--- config.mk ---
export PLATFORM = sky130hd
export DESIGN_NAME = servo_command_frame_builder
export DESIGN_NICKNAME = d
export VERILOG_FILES = /design/src/rtl/scfb_pkg.sv /design/src/rtl/servo_command_frame_builder.sv /design/src/rtl/scfb_table.sv /design/src/rtl/scfb_seq.sv
export SDC_FILE = /design/constraint.sdc
export NUM_CORES = 1
export LEC_CHECK = 0
export BUFFER_PORTS_ARGS = -buffer_cell sky130_fd_sc_hd__buf_2
export CAP_MARGIN = 5
export CORE_MARGIN = 2
export CORE_UTILIZATION = 40
export DETAILED_ROUTE_END_ITERATION = 7
export GPL_ROUTABILITY_DRIVEN = 0
export PLACE_DENSITY_LB_ADDON = 0.3
export SKIP_LAST_GASP = 1
export SLEW_MARGIN = 25
export SYNTH_ARGS = -nofsm -noshare
export SYNTH_HDL_FRONTEND = slang
export SYNTH_HIERARCHICAL = 1
export SYNTH_SLANG_ARGS = --single-unit
--- constraint.sdc ---
create_clock -name clk -period 4.4 [get_ports clk]
set_clock_uncertainty 0.1 [all_clocks]
set_input_delay 0.22 -clock clk [delete_from_list [all_inputs] [get_ports clk]]
set_output_delay 0.22 -clock clk [all_outputs]
set_load 0.05 [all_outputs]
--- src/rtl/scfb_pkg.sv ---
`default_nettype none
// ----------------------------------------------------------------------------
// scfb_pkg
// Types and constants shared by the servo command frame builder.
// ----------------------------------------------------------------------------
package scfb_pkg;

    localparam int CFG_ADDR_W = 3;
    localparam int CFG_DATA_W = 4;

    localparam logic [CFG_ADDR_W-1:0] REG_BOARD_NUMBER = 3'd0;
    localparam logic [CFG_ADDR_W-1:0] REG_FREEZE_EN    = 3'd1;
    localparam logic [CFG_ADDR_W-1:0] REG_PWM_EN       = 3'd2;
    localparam logic [CFG_ADDR_W-1:0] REG_PWM_REPEAT   = 3'd3;
    localparam logic [CFG_ADDR_W-1:0] REG_PWM_SWEEP    = 3'd4;

    localparam logic [1:0] FUNC_WRITE = 2'd0;
    localparam logic [1:0] FUNC_FRAME = 2'd1;
    localparam logic [1:0] FUNC_PWM   = 2'd2;

    localparam logic [2:0] STATUS_OK        = 3'd0;
    localparam logic [2:0] STATUS_OVERWRITE = 3'd1;
    localparam logic [2:0] STATUS_BAD_SERVO = 3'd2;
    localparam logic [2:0] STATUS_BAD_POS   = 3'd3;
    localparam logic [2:0] STATUS_NO_PWM    = 3'd4;

    localparam logic [7:0] CMD_SPECIAL  = 8'd159;
    localparam logic [7:0] CMD_FREEZE   = 8'd15;
    localparam logic [7:0] CMD_RESUME   = 8'd0;
    localparam logic [7:0] CMD_PWM      = 8'd158;
    localparam logic [6:0] MAX_POSITION = 7'd97;

    typedef struct packed {
        logic [1:0] func;
        logic [3:0] servo_number;
        logic [6:0] position_value;
    } cmd_item_t;

    typedef struct packed {
        logic [7:0] out_byte;
        logic       byte_valid;
        logic       last;
        logic [2:0] status;
    } rsp_item_t;

    typedef struct packed {
        logic [2:0] board_number;
        logic       freeze_enable;
        logic       pwm_enable;
        logic [2:0] pwm_repeat_index;
        logic [3:0] pwm_sweep;
    } cfg_t;

endpackage
`default_nettype wire

--- src/rtl/servo_command_frame_builder.sv ---
`default_nettype none
// ----------------------------------------------------------------------------
// servo_command_frame_builder
// Servo position table and serial command frame builder.
// ----------------------------------------------------------------------------
// Usage:
//   Command channel: an item (cmd) is taken on a clock edge with start high
//   and busy low. Write items store a servo position; frame items emit the
//   stored table as address/position byte pairs, optionally wrapped in
//   freeze/resume pairs; PWM items emit the PWM command pair.
//   Result channel: each result sits on rsp for one cycle with rsp_strobe
//   high. The last result of an item carries last. Results cannot be held.
//   Config port: cfg_wr with cfg_addr/cfg_data writes a register.
//   Write items, an empty frame without freeze and a disabled PWM item give
//   their single result in the cycle after acceptance; busy stays low.
//   A frame is busy in a SCAN and a POS state per stored servo, a SCAN
//   state per empty slot below the highest stored one, and FRZ_HI/FRZ_LO
//   and RES_HI/RES_LO with freeze. It gives at most 2*NUM_SERVOS+4 bytes
//   (28 at 12). A PWM item is busy in PWM_HI and PWM_LO.
//   The scan sequencer steps the table one entry at a time, pausing in POS
//   on each stored entry; busy stays high until the final byte is formed.
//   Reset clears all valid flags and config registers to their defaults.
// ----------------------------------------------------------------------------
module servo_command_frame_builder #(
    parameter int NUM_SERVOS = 12
) (
    input  wire logic                            clk,
    input  wire logic                            rst_n,
    input  wire logic                            start,
    output logic                                 busy,
    input  wire scfb_pkg::cmd_item_t             cmd,
    input  wire logic                            cfg_wr,
    input  wire logic [scfb_pkg::CFG_ADDR_W-1:0] cfg_addr,
    input  wire logic [scfb_pkg::CFG_DATA_W-1:0] cfg_data,
    output scfb_pkg::rsp_item_t                  rsp,
    output logic                                 rsp_strobe
);

    localparam int IDX_W = (NUM_SERVOS > 1) ? $clog2(NUM_SERVOS) : 1;

    scfb_pkg::cfg_t      cfg_reg;
    scfb_pkg::cfg_t      cfg_next;
    scfb_pkg::rsp_item_t rsp_reg;
    logic                strobe_reg;

    logic                  tbl_wr;
    logic [IDX_W-1:0]      tbl_idx;
    logic [IDX_W-1:0]      scan_idx;
    logic [6:0]            rd_pos;
    logic [NUM_SERVOS-1:0] valid_vec;
    logic                  any_valid;
    logic                  more_above;
    logic                  emit;
    scfb_pkg::rsp_item_t   res;

    always_comb
    begin
        cfg_next = cfg_reg;
        if (cfg_wr)
        begin
            case (cfg_addr)
                scfb_pkg::REG_BOARD_NUMBER: cfg_next.board_number     = cfg_data[2:0];
                scfb_pkg::REG_FREEZE_EN:    cfg_next.freeze_enable    = cfg_data[0];
                scfb_pkg::REG_PWM_EN:       cfg_next.pwm_enable       = cfg_data[0];
                scfb_pkg::REG_PWM_REPEAT:   cfg_next.pwm_repeat_index = cfg_data[2:0];
                scfb_pkg::REG_PWM_SWEEP:    cfg_next.pwm_sweep        = cfg_data[3:0];
                default:                    cfg_next                  = cfg_reg;
            endcase
        end
    end

    always_ff @(posedge clk or negedge rst_n)
    begin
        if (!rst_n)
        begin
            cfg_reg.board_number     <= 3'd1;
            cfg_reg.freeze_enable    <= 1'b0;
            cfg_reg.pwm_enable       <= 1'b0;
            cfg_reg.pwm_repeat_index <= 3'd0;
            cfg_reg.pwm_sweep        <= 4'd0;
            strobe_reg               <= 1'b0;
        end
        else
        begin
            cfg_reg    <= cfg_next;
            strobe_reg <= emit;
        end
    end

    always_ff @(posedge clk)
    begin
        if (emit)
        begin
            rsp_reg <= res;
        end
    end

    scfb_table #(
        .NUM_SERVOS (NUM_SERVOS),
        .IDX_W      (IDX_W)
    ) u_table (
        .clk        (clk),
        .rst_n      (rst_n),
        .wr_en      (tbl_wr),
        .wr_idx     (tbl_idx),
        .wr_pos     (cmd.position_value),
        .rd_idx     (scan_idx),
        .rd_pos     (rd_pos),
        .valid_vec  (valid_vec),
        .any_valid  (any_valid),
        .more_above (more_above)
    );

    scfb_seq #(
        .NUM_SERVOS (NUM_SERVOS),
        .IDX_W      (IDX_W)
    ) u_seq (
        .clk        (clk),
        .rst_n      (rst_n),
        .start      (start),
        .cmd        (cmd),
        .cfg        (cfg_reg),
        .valid_vec  (valid_vec),
        .any_valid  (any_valid),
        .more_above (more_above),
        .rd_pos     (rd_pos),
        .busy       (busy),
        .tbl_wr     (tbl_wr),
        .tbl_idx    (tbl_idx),
        .scan_idx   (scan_idx),
        .emit       (emit),
        .res        (res)
    );

    assign rsp        = rsp_reg;
    assign rsp_strobe = strobe_reg;

    a_byte_ok: assert property (@(posedge clk) disable iff (!rst_n)
        rsp_strobe && rsp.byte_valid |-> rsp.status == scfb_pkg::STATUS_OK)
        else $error("emitted byte with non-ok status");

    a_nobyte_last: assert property (@(posedge clk) disable iff (!rst_n)
        rsp_strobe && !rsp.byte_valid |-> rsp.last)
        else $error("status-only result not marked last");

    a_write_resp: assert property (@(posedge clk) disable iff (!rst_n)
        start && !busy && cmd.func == scfb_pkg::FUNC_WRITE |=> rsp_strobe && rsp.last)
        else $error("write item gave no result");

endmodule
`default_nettype wire

--- src/rtl/scfb_table.sv ---
`default_nettype none
// ----------------------------------------------------------------------------
// scfb_table
// Servo position store with per-entry valid flags and a look-ahead for
// further valid entries above the scan index.
// ----------------------------------------------------------------------------
module scfb_table #(
    parameter int NUM_SERVOS = 12,
    parameter int IDX_W      = 4
) (
    input  wire logic                  clk,
    input  wire logic                  rst_n,
    input  wire logic                  wr_en,
    input  wire logic [IDX_W-1:0]      wr_idx,
    input  wire logic [6:0]            wr_pos,
    input  wire logic [IDX_W-1:0]      rd_idx,
    output logic      [6:0]            rd_pos,
    output logic      [NUM_SERVOS-1:0] valid_vec,
    output logic                       any_valid,
    output logic                       more_above
);

    logic [6:0]            pos_reg [NUM_SERVOS];
    logic [6:0]            rd_pos_reg;
    logic [NUM_SERVOS-1:0] valid_reg;
    logic [NUM_SERVOS-1:0] valid_next;

    always_comb
    begin
        valid_next = valid_reg;
        if (wr_en)
        begin
            valid_next[wr_idx] = 1'b1;
        end
    end

    always_ff @(posedge clk or negedge rst_n)
    begin
        if (!rst_n)
        begin
            valid_reg <= '0;
        end
        else
        begin
            valid_reg <= valid_next;
        end
    end

    // read data is taken while the scan sits on an entry, ready for the next cycle
    always_ff @(posedge clk)
    begin
        if (wr_en)
        begin
            pos_reg[wr_idx] <= wr_pos;
        end
        rd_pos_reg <= pos_reg[rd_idx];
    end

    always_comb
    begin
        logic [NUM_SERVOS-1:0] above;
        above = '0;
        for (int i = 0; i < NUM_SERVOS; i++)
        begin
            above[i] = valid_reg[i] && (IDX_W'(i) > rd_idx);
        end
        more_above = |above;
    end

    assign rd_pos    = rd_pos_reg;
    assign valid_vec = valid_reg;
    assign any_valid = |valid_reg;

endmodule
`default_nettype wire

--- src/rtl/scfb_seq.sv ---
`default_nettype none
// ----------------------------------------------------------------------------
// scfb_seq
// Command sequencer: decodes an item, steps the servo scan index one entry
// at a time and forms at most one result byte per cycle.
// ----------------------------------------------------------------------------
module scfb_seq #(
    parameter int NUM_SERVOS = 12,
    parameter int IDX_W      = 4
) (
    input  wire logic                    clk,
    input  wire logic                    rst_n,
    input  wire logic                    start,
    input  wire scfb_pkg::cmd_item_t     cmd,
    input  wire scfb_pkg::cfg_t          cfg,
    input  wire logic [NUM_SERVOS-1:0]   valid_vec,
    input  wire logic                    any_valid,
    input  wire logic                    more_above,
    input  wire logic [6:0]              rd_pos,
    output logic                         busy,
    output logic                         tbl_wr,
    output logic      [IDX_W-1:0]        tbl_idx,
    output logic      [IDX_W-1:0]        scan_idx,
    output logic                         emit,
    output scfb_pkg::rsp_item_t          res
);

    typedef enum logic [8:0] {
        ST_IDLE   = 9'b000000001,
        ST_FRZ_HI = 9'b000000010,
        ST_FRZ_LO = 9'b000000100,
        ST_SCAN   = 9'b000001000,
        ST_POS    = 9'b000010000,
        ST_RES_HI = 9'b000100000,
        ST_RES_LO = 9'b001000000,
        ST_PWM_HI = 9'b010000000,
        ST_PWM_LO = 9'b100000000
    } state_t;

    localparam logic [IDX_W-1:0] LAST_IDX = IDX_W'(NUM_SERVOS - 1);

    state_t           state_reg;
    state_t           state_next;
    logic [IDX_W-1:0] idx_reg;
    logic [IDX_W-1:0] idx_next;
    logic             servo_ok;
    logic             pos_ok;

    assign servo_ok = (cmd.servo_number != 4'd0)
                   && ({1'b0, cmd.servo_number} <= 5'(NUM_SERVOS));
    assign pos_ok   = (cmd.position_value != 7'd0)
                   && (cmd.position_value <= scfb_pkg::MAX_POSITION);
    assign tbl_idx  = IDX_W'(cmd.servo_number - 4'd1);

    always_comb
    begin
        state_next     = state_reg;
        idx_next       = idx_reg;
        tbl_wr         = 1'b0;
        emit           = 1'b0;
        res.out_byte   = 8'd0;
        res.byte_valid = 1'b1;
        res.last       = 1'b0;
        res.status     = scfb_pkg::STATUS_OK;
        case (state_reg)
            ST_IDLE:
            begin
                idx_next = '0;
                if (start)
                begin
                    case (cmd.func)
                        scfb_pkg::FUNC_WRITE:
                        begin
                            emit           = 1'b1;
                            res.byte_valid = 1'b0;
                            res.last       = 1'b1;
                            if (!servo_ok)
                            begin
                                res.status = scfb_pkg::STATUS_BAD_SERVO;
                            end
                            else if (!pos_ok)
                            begin
                                res.status = scfb_pkg::STATUS_BAD_POS;
                            end
                            else
                            begin
                                tbl_wr     = 1'b1;
                                res.status = valid_vec[tbl_idx]
                                           ? scfb_pkg::STATUS_OVERWRITE
                                           : scfb_pkg::STATUS_OK;
                            end
                        end
                        scfb_pkg::FUNC_FRAME:
                        begin
                            if (cfg.freeze_enable)
                            begin
                                state_next = ST_FRZ_HI;
                            end
                            else if (any_valid)
                            begin
                                state_next = ST_SCAN;
                            end
                            else
                            begin
                                emit           = 1'b1;
                                res.byte_valid = 1'b0;
                                res.last       = 1'b1;
                            end
                        end
                        scfb_pkg::FUNC_PWM:
                        begin
                            if (cfg.pwm_enable)
                            begin
                                state_next = ST_PWM_HI;
                            end
                            else
                            begin
                                emit           = 1'b1;
                                res.byte_valid = 1'b0;
                                res.last       = 1'b1;
                                res.status     = scfb_pkg::STATUS_NO_PWM;
                            end
                        end
                        default:
                        begin
                            state_next = ST_IDLE;
                        end
                    endcase
                end
            end
            ST_FRZ_HI:
            begin
                emit         = 1'b1;
                res.out_byte = scfb_pkg::CMD_SPECIAL;
                state_next   = ST_FRZ_LO;
            end
            ST_FRZ_LO:
            begin
                emit         = 1'b1;
                res.out_byte = scfb_pkg::CMD_FREEZE;
                state_next   = any_valid ? ST_SCAN : ST_RES_HI;
            end
            ST_SCAN:
            begin
                if (valid_vec[idx_reg])
                begin
                    emit         = 1'b1;
                    res.out_byte = {1'b1, cfg.board_number, 4'(idx_reg)};
                    state_next   = ST_POS;
                end
                else if (idx_reg == LAST_IDX)
                begin
                    state_next = cfg.freeze_enable ? ST_RES_HI : ST_IDLE;
                end
                else
                begin
                    idx_next = idx_reg + 1'b1;
                end
            end
            ST_POS:
            begin
                emit         = 1'b1;
                res.out_byte = {1'b0, rd_pos};
                res.last     = !more_above && !cfg.freeze_enable;
                if (more_above)
                begin
                    idx_next   = idx_reg + 1'b1;
                    state_next = ST_SCAN;
                end
                else
                begin
                    state_next = cfg.freeze_enable ? ST_RES_HI : ST_IDLE;
                end
            end
            ST_RES_HI:
            begin
                emit         = 1'b1;
                res.out_byte = scfb_pkg::CMD_SPECIAL;
                state_next   = ST_RES_LO;
            end
            ST_RES_LO:
            begin
                emit         = 1'b1;
                res.out_byte = scfb_pkg::CMD_RESUME;
                res.last     = 1'b1;
                state_next   = ST_IDLE;
            end
            ST_PWM_HI:
            begin
                emit         = 1'b1;
                res.out_byte = scfb_pkg::CMD_PWM;
                state_next   = ST_PWM_LO;
            end
            ST_PWM_LO:
            begin
                emit         = 1'b1;
                res.out_byte = {1'b0, cfg.pwm_repeat_index, cfg.pwm_sweep};
                res.last     = 1'b1;
                state_next   = ST_IDLE;
            end
            default:
            begin
                state_next = ST_IDLE;
            end
        endcase
    end

    always_ff @(posedge clk or negedge rst_n)
    begin
        if (!rst_n)
        begin
            state_reg <= ST_IDLE;
            idx_reg   <= '0;
        end
        else
        begin
            state_reg <= state_next;
            idx_reg   <= idx_next;
        end
    end

    assign busy     = (state_reg != ST_IDLE);
    assign scan_idx = idx_reg;

endmodule
`default_nettype wire
### Yosys cells after proc, flatten, opt, wreduce, memory -nomap -nowiden

Memory sizes are Yosys's and may differ from the RTL's. A register that Yosys moved wholly into a read port is not among the register bits.
Cells that the tools add are included.

| word-level totals | value |
|---|---|
| memories | 1 |
| bits of input ports | 24 |
| logic and storage cells | 142 |
| register bits | 51 |
| RAM bits | 84 |
| output and inout bits | 15 |

Memory list:

| name | words | bits a word | rd ports | clocked after memory_dff | write ports | line | RTL |
|---|---|---|---|---|---|---|---|
| u_table.pos_reg | 12 | 7 | 1 | 1 | 1 | scfb_table.sv:23 | `logic [6:0] pos_reg [NUM_SERVOS];` |

| operators by class | value |
|---|---|
| bitwise operators | 1 |
| add/sub/neg operators | 2 |
| order comparisons | 17 |
| mux-type cells | 47 |
| equal/unequal tests | 25 |
| reductions and logical operators | 36 |

Operators by type and width:

| operator | number |
|---|---|
| $mux 9 | 7 |
| $pmux 9 s7 | 1 |
| $pmux 8 s6 | 1 |
| $pmux 9 s3 | 1 |
| $reduce_or 12->1 | 2 |
| $gt 3x4->1 const A | 4 |
| $gt 4x4->1 const A | 4 |
| $logic_and 1x1->1 | 16 |
| $mux 1 | 16 |
| $mux 4 | 4 |
| $mux 6 | 2 |
| $or 12x12->12 | 1 |
| $pmux 4 s3 | 1 |
| $reduce_and 2->1 | 6 |
| $lt 4x5->1 const B | 2 |
| $eq 9x1->1 const B | 1 |
| $eq 9x2->1 const B | 1 |
| $eq 9x3->1 const B | 1 |
| $eq 9x4->1 const B | 1 |
| $eq 9x5->1 const B | 1 |
| $eq 9x6->1 const B | 1 |
| $eq 9x7->1 const B | 1 |
| $eq 9x8->1 const B | 1 |
| $eq 9x9->1 const B | 1 |
| 38 further kinds | 51 |

### Depth between registers and ports, before layout

| logic depth | value |
|---|---|
| word-level depth | 9 |
| gate-level depth with buffers | 10 |
| depth with buffers taken out | 9 |

### By module

The synthesis kept the hierarchy.

By module, submodules not included:

| module | instances | area an instance (um2) | cells each | seq. area each (um2) |
|---|---|---|---|---|
| scfb_table | 1 | 3917.5 | 206 | 2962.8 |
| scfb_seq | 1 | 1511.4 | 183 | 326.6 |
| servo_command_frame_builder | 1 | 948.4 | 43 | 716.9 |

### Least setup slack after synthesis

OpenSTA, ideal clock, no wires.

| timing | value |
|---|---|
| kind | reg-to-reg |
| from | register u_seq.state_reg[4] |
| to | memory u_table.pos_reg[0][0] (enable) |
| cell stages (with the launch flop) | 8 |
| data required time | 3.918 ns |
| period minus slack after synthesis | 2.917 ns |
| path buffers | 0 |
| slack | 1.483 ns |
| setup time | 0.382 ns |
| arrival time | 2.435 ns |
| cells stage by stage | dfrtp_1 > nor3_2 > nand3_1 > nor2b_1 > nand4_1 > nor2_1 > or3b_2 > nor3_1 |

| between the ends | value |
|---|---|
| cells in the longest elaborated chain, start to end | 4 |

RTL lines:

| what | line | RTL |
|---|---|---|
| start, declared | scfb_seq.sv:42 | `state_t state_reg;` |
| start signal, assigned | scfb_seq.sv:217 | `state_reg <= state_next;` |
| $eq 9x1->1 | scfb_seq.sv:65 | `case (state_reg)` |
| $mux 1 | scfb_seq.sv:65 |  |
| via tbl_wr | servo_command_frame_builder.sv:46 | `logic tbl_wr;` |
| $mux 1 | scfb_table.sv:52 | `if (wr_en)` |
| $mux 1 (not written as such) | scfb_table.sv:54 | `pos_reg[wr_idx] <= wr_pos;` |
| end, declared | scfb_table.sv:23 |  |

The timed path passes the listed nets, and every way through them passes these cells.

### Worst setup path after layout

| timing | value |
|---|---|
| from | register u_seq.state_reg[4] |
| to | memory u_table.pos_reg[2][0] (enable) |

Same word-level chain as after synthesis.

==> results.sh <==
export IMPL_status="completed"
export IMPL_via_per_inst=5.44
export IMPL_synthAdderAreaFrac=0.0118
export IMPL_synth_mux_area_frac=0.130
export IMPL_drc=0
export IMPL_start_util=0.406
export IMPL_num_antenna_cells=0
export IMPL_hold_ws_ns=0.0436
export IMPL_setup_viol=0
export IMPL_synthesis_instances=432
export IMPL_regArea_mm2=0.00401
export IMPL_core_area_mm2=0.0157
export IMPL_worst_slack_ns=1.03
export IMPL_grt_max_degree=39
export IMPL_p_per_area_mw_per_mm2=476
export IMPL_clockBufferDepth=2
export IMPL_fmax_mhz=296
export IMPL_cts_root_buffer="clkbuf_16"
export IMPL_crit_buf_inv=0
export IMPL_num_vias=3881
export IMPL_dp_hpwl_um=9110
export IMPL_p_seq_frac=0.455
export IMPL_crit_arrival_ns=3.32
export IMPL_place_ws_ns=1.08
export IMPL_wirelength_um=13700
export IMPL_finalMaxSlewViolations=0
export IMPL_htreeDepth=4
export IMPL_max_slew_margin=0.287
export IMPL_area_growth_pct=16.2
export IMPL_synth_compound_area_frac=0.0583
export IMPL_sw_frac_of_total=0.270
export IMPL_worstSetupPathType="register to register"
export IMPL_critPathMaxStageDelay_ns=0.63
export IMPL_drv_cap=0
export IMPL_grt_pass1_vias=3856
export IMPL_critPathRequiredTime_ns=4.34
export IMPL_gr_total_overflow=0
export IMPL_clk_pin_slew_ns=0.06
export IMPL_synthSimpleGateAreaFrac=0.139
export IMPL_fin_nets=515
export IMPL_track_usage=0.173
export IMPL_drtPass1Iterations=4
export IMPL_crit_chain="nor3_2, nand3_1, nor2b_1, nand4_1, nor2_1, or3b_2, nor2_1"
export IMPL_yosys_warnings=6
export IMPL_die_area_mm2=0.0170
export IMPL_cp_max_fo=8
export IMPL_drive_above_1_share=0.275
export IMPL_syn_area_mm2=0.00638
export IMPL_clock_latency_ns=0.41
export IMPL_p_clk_frac=0.398
export IMPL_final_common_cell="edfxtp_1"
export IMPL_rows=46
export IMPL_cp_slowest_cell="nor2_1"
export IMPL_yosys_most_used_dff="edfxtp_1"
export IMPL_synth_top_family_by_area="simple AND/OR/NAND/NOR gates"
export IMPL_synth_cell_type_count=61
export IMPL_layout_common_cells="edfxtp_1, buf_2, dfrtp_1"
export IMPL_synth_avg_cell_area_um2=14.8
export IMPL_async_flop_share=0.268
export IMPL_p_switching_uw=952
export IMPL_nFillCells=1343
export IMPL_top_usage_layer="met2"
export IMPL_tritoncts="done"
export IMPL_grt_pass1_wl_um=21400
export IMPL_clock_sinks=142
export IMPL_hold_path_class="input pin to register"
export IMPL_critical_path_startpoint_type="register"
export IMPL_power_mw=3.53
export IMPL_ys_ff_latch=142
export IMPL_grtUsageMet2=0.265
export IMPL_cp_end_kind="register"
export IMPL_cts_setup_buffers=0
export IMPL_fp_dieH_um=130
export IMPL_syn_nets=462
export IMPL_cpMostUsedCell="nor2_1"
export IMPL_p_leak_nw=2.79
export IMPL_die_x_um=130
export IMPL_antenna_found_initial=0
export IMPL_yosysSeqAreaShare=0.628
export IMPL_antenna_left=0
export IMPL_final_hold_viol_count=0
export IMPL_io_buffers=38
export IMPL_multi_input_area_mm2=0.00221
export IMPL_rsz0062_at_grt="false"
export IMPL_r2r_setup_slack_ns=1.03
export IMPL_power_frac_comb=0.147
export IMPL_use_met3=0.0500
export IMPL_cts_buffers=17
export IMPL_max_slew_worst_pin_slew_ns=1.06
export IMPL_drt_iter0_drc=264
export IMPL_largest_register_ffs=84
export IMPL_routedWlPerCell_um=19.2
export IMPL_ir_worst_vdd_mv=0.466
export IMPL_min_period_ns=3.37
export IMPL_setup_tns_ns=0
export IMPL_ios=39
export IMPL_p_int_mw=2.57
export IMPL_min_period_over_period=0.767
export IMPL_crit_family="simple AND/OR/NAND/NOR gates"
export IMPL_grtUsageMet1=0.236
export IMPL_synth_edf_count=97
export IMPL_synth_xor_area_frac=0.00687
## power by group through the flow
stage / sequential (mW) / combinational, mW / clock, mW
finish: 1.61 / 0.519 / 1.40
global route: 1.62 / 0.570 / 1.49
CTS: 1.60 / 0.519 / 1.43
detailed placement: 1.63 / 0.513 / 0
global placement: 1.63 / 0.504 / 0
floorplan: 1.65 / 0.353 / 0
## worst register-to-register path: cells and delay by family (launching register included)
kind / cells / cell delay [ns]
AND/OR/NAND/NOR: 7 / 2.47
flip-flops: 1 / 0.43
## path summary, 6_finish.rpt
check | from | endpoint | cells past startpoint
worst min register to register | cfg_reg[5] | cfg_reg[5] | 1
worst max register to register | u_seq/state_reg[4] | u_table/pos_reg[2][0] | 7
max in group asynchronous | rst_n | rsp_strobe | 2
worst max-delay path | u_seq/state_reg[4] | u_table/pos_reg[2][0] | 7
min in group asynchronous | rst_n | u_seq/state_reg[6] | 2
worst min-delay path | cmd[1] | u_table/pos_reg[10][1] | 1
## per-layer routing
layer,part of all wire,vias to the layer above,wire [um]
met5,0,-,0
met4,0.017,0,231
met3,0.056,15,766
met2,0.47,127,6460
met1,0.45,1968,6220
li1,-,1771,-
## per-stage QoR
step	instance area [um2]	utilization	std cells
floorplan	6380	-	432
detailed placement	6780	0.431	677
global route	7410	0.472	714
global placement	6780	0.431	677
CTS	7410	0.472	714
finish	7410	0.472	714
## cell type report
cell class | instances | share of cell area
clock inverters | 15 | 0.0218
repair buffers | 47 | 0.0365
flip-flops and latches | 142 | 0.541
well taps | 216 | 0.0365
multi-input cells | 259 | 0.298
clock buffers | 17 | 0.0574
inverters | 18 | 0.00912
## synthesized netlist by cell type (8+ instances only)
cell type   n  area [um2]
a22oi_1    10        75.1
a21oi_1     9        45.0
nor3_1     12        60.1
dfrtp_1    36         901
nor2_1     31         116
edfxtp_1   97        2910
o21ai_0     8        40.0
nor2b_1     9        56.3
inv_1      16        60.1
mux4_2     23         518
nand2_1    27         101
or2_2      12        75.1
nand4_1     8        50.1
## repair_timing
item                                   4_1_cts  5_1_grt
gates resized for setup                      0        0
hold buffers                                 5        0
endpoints found under the hold margin       45        0
## logic make-up (layout without fill, tap and decap cells)
kind of cell	after synthesis	in the layout
mux	45	45
simple gates	148	148
fa+ha+maj	6	6
compound gates	55	55
flops	142	142
xor+xnor	5	5
buf+inv	31	97
(Power assumes the default switching activity.)
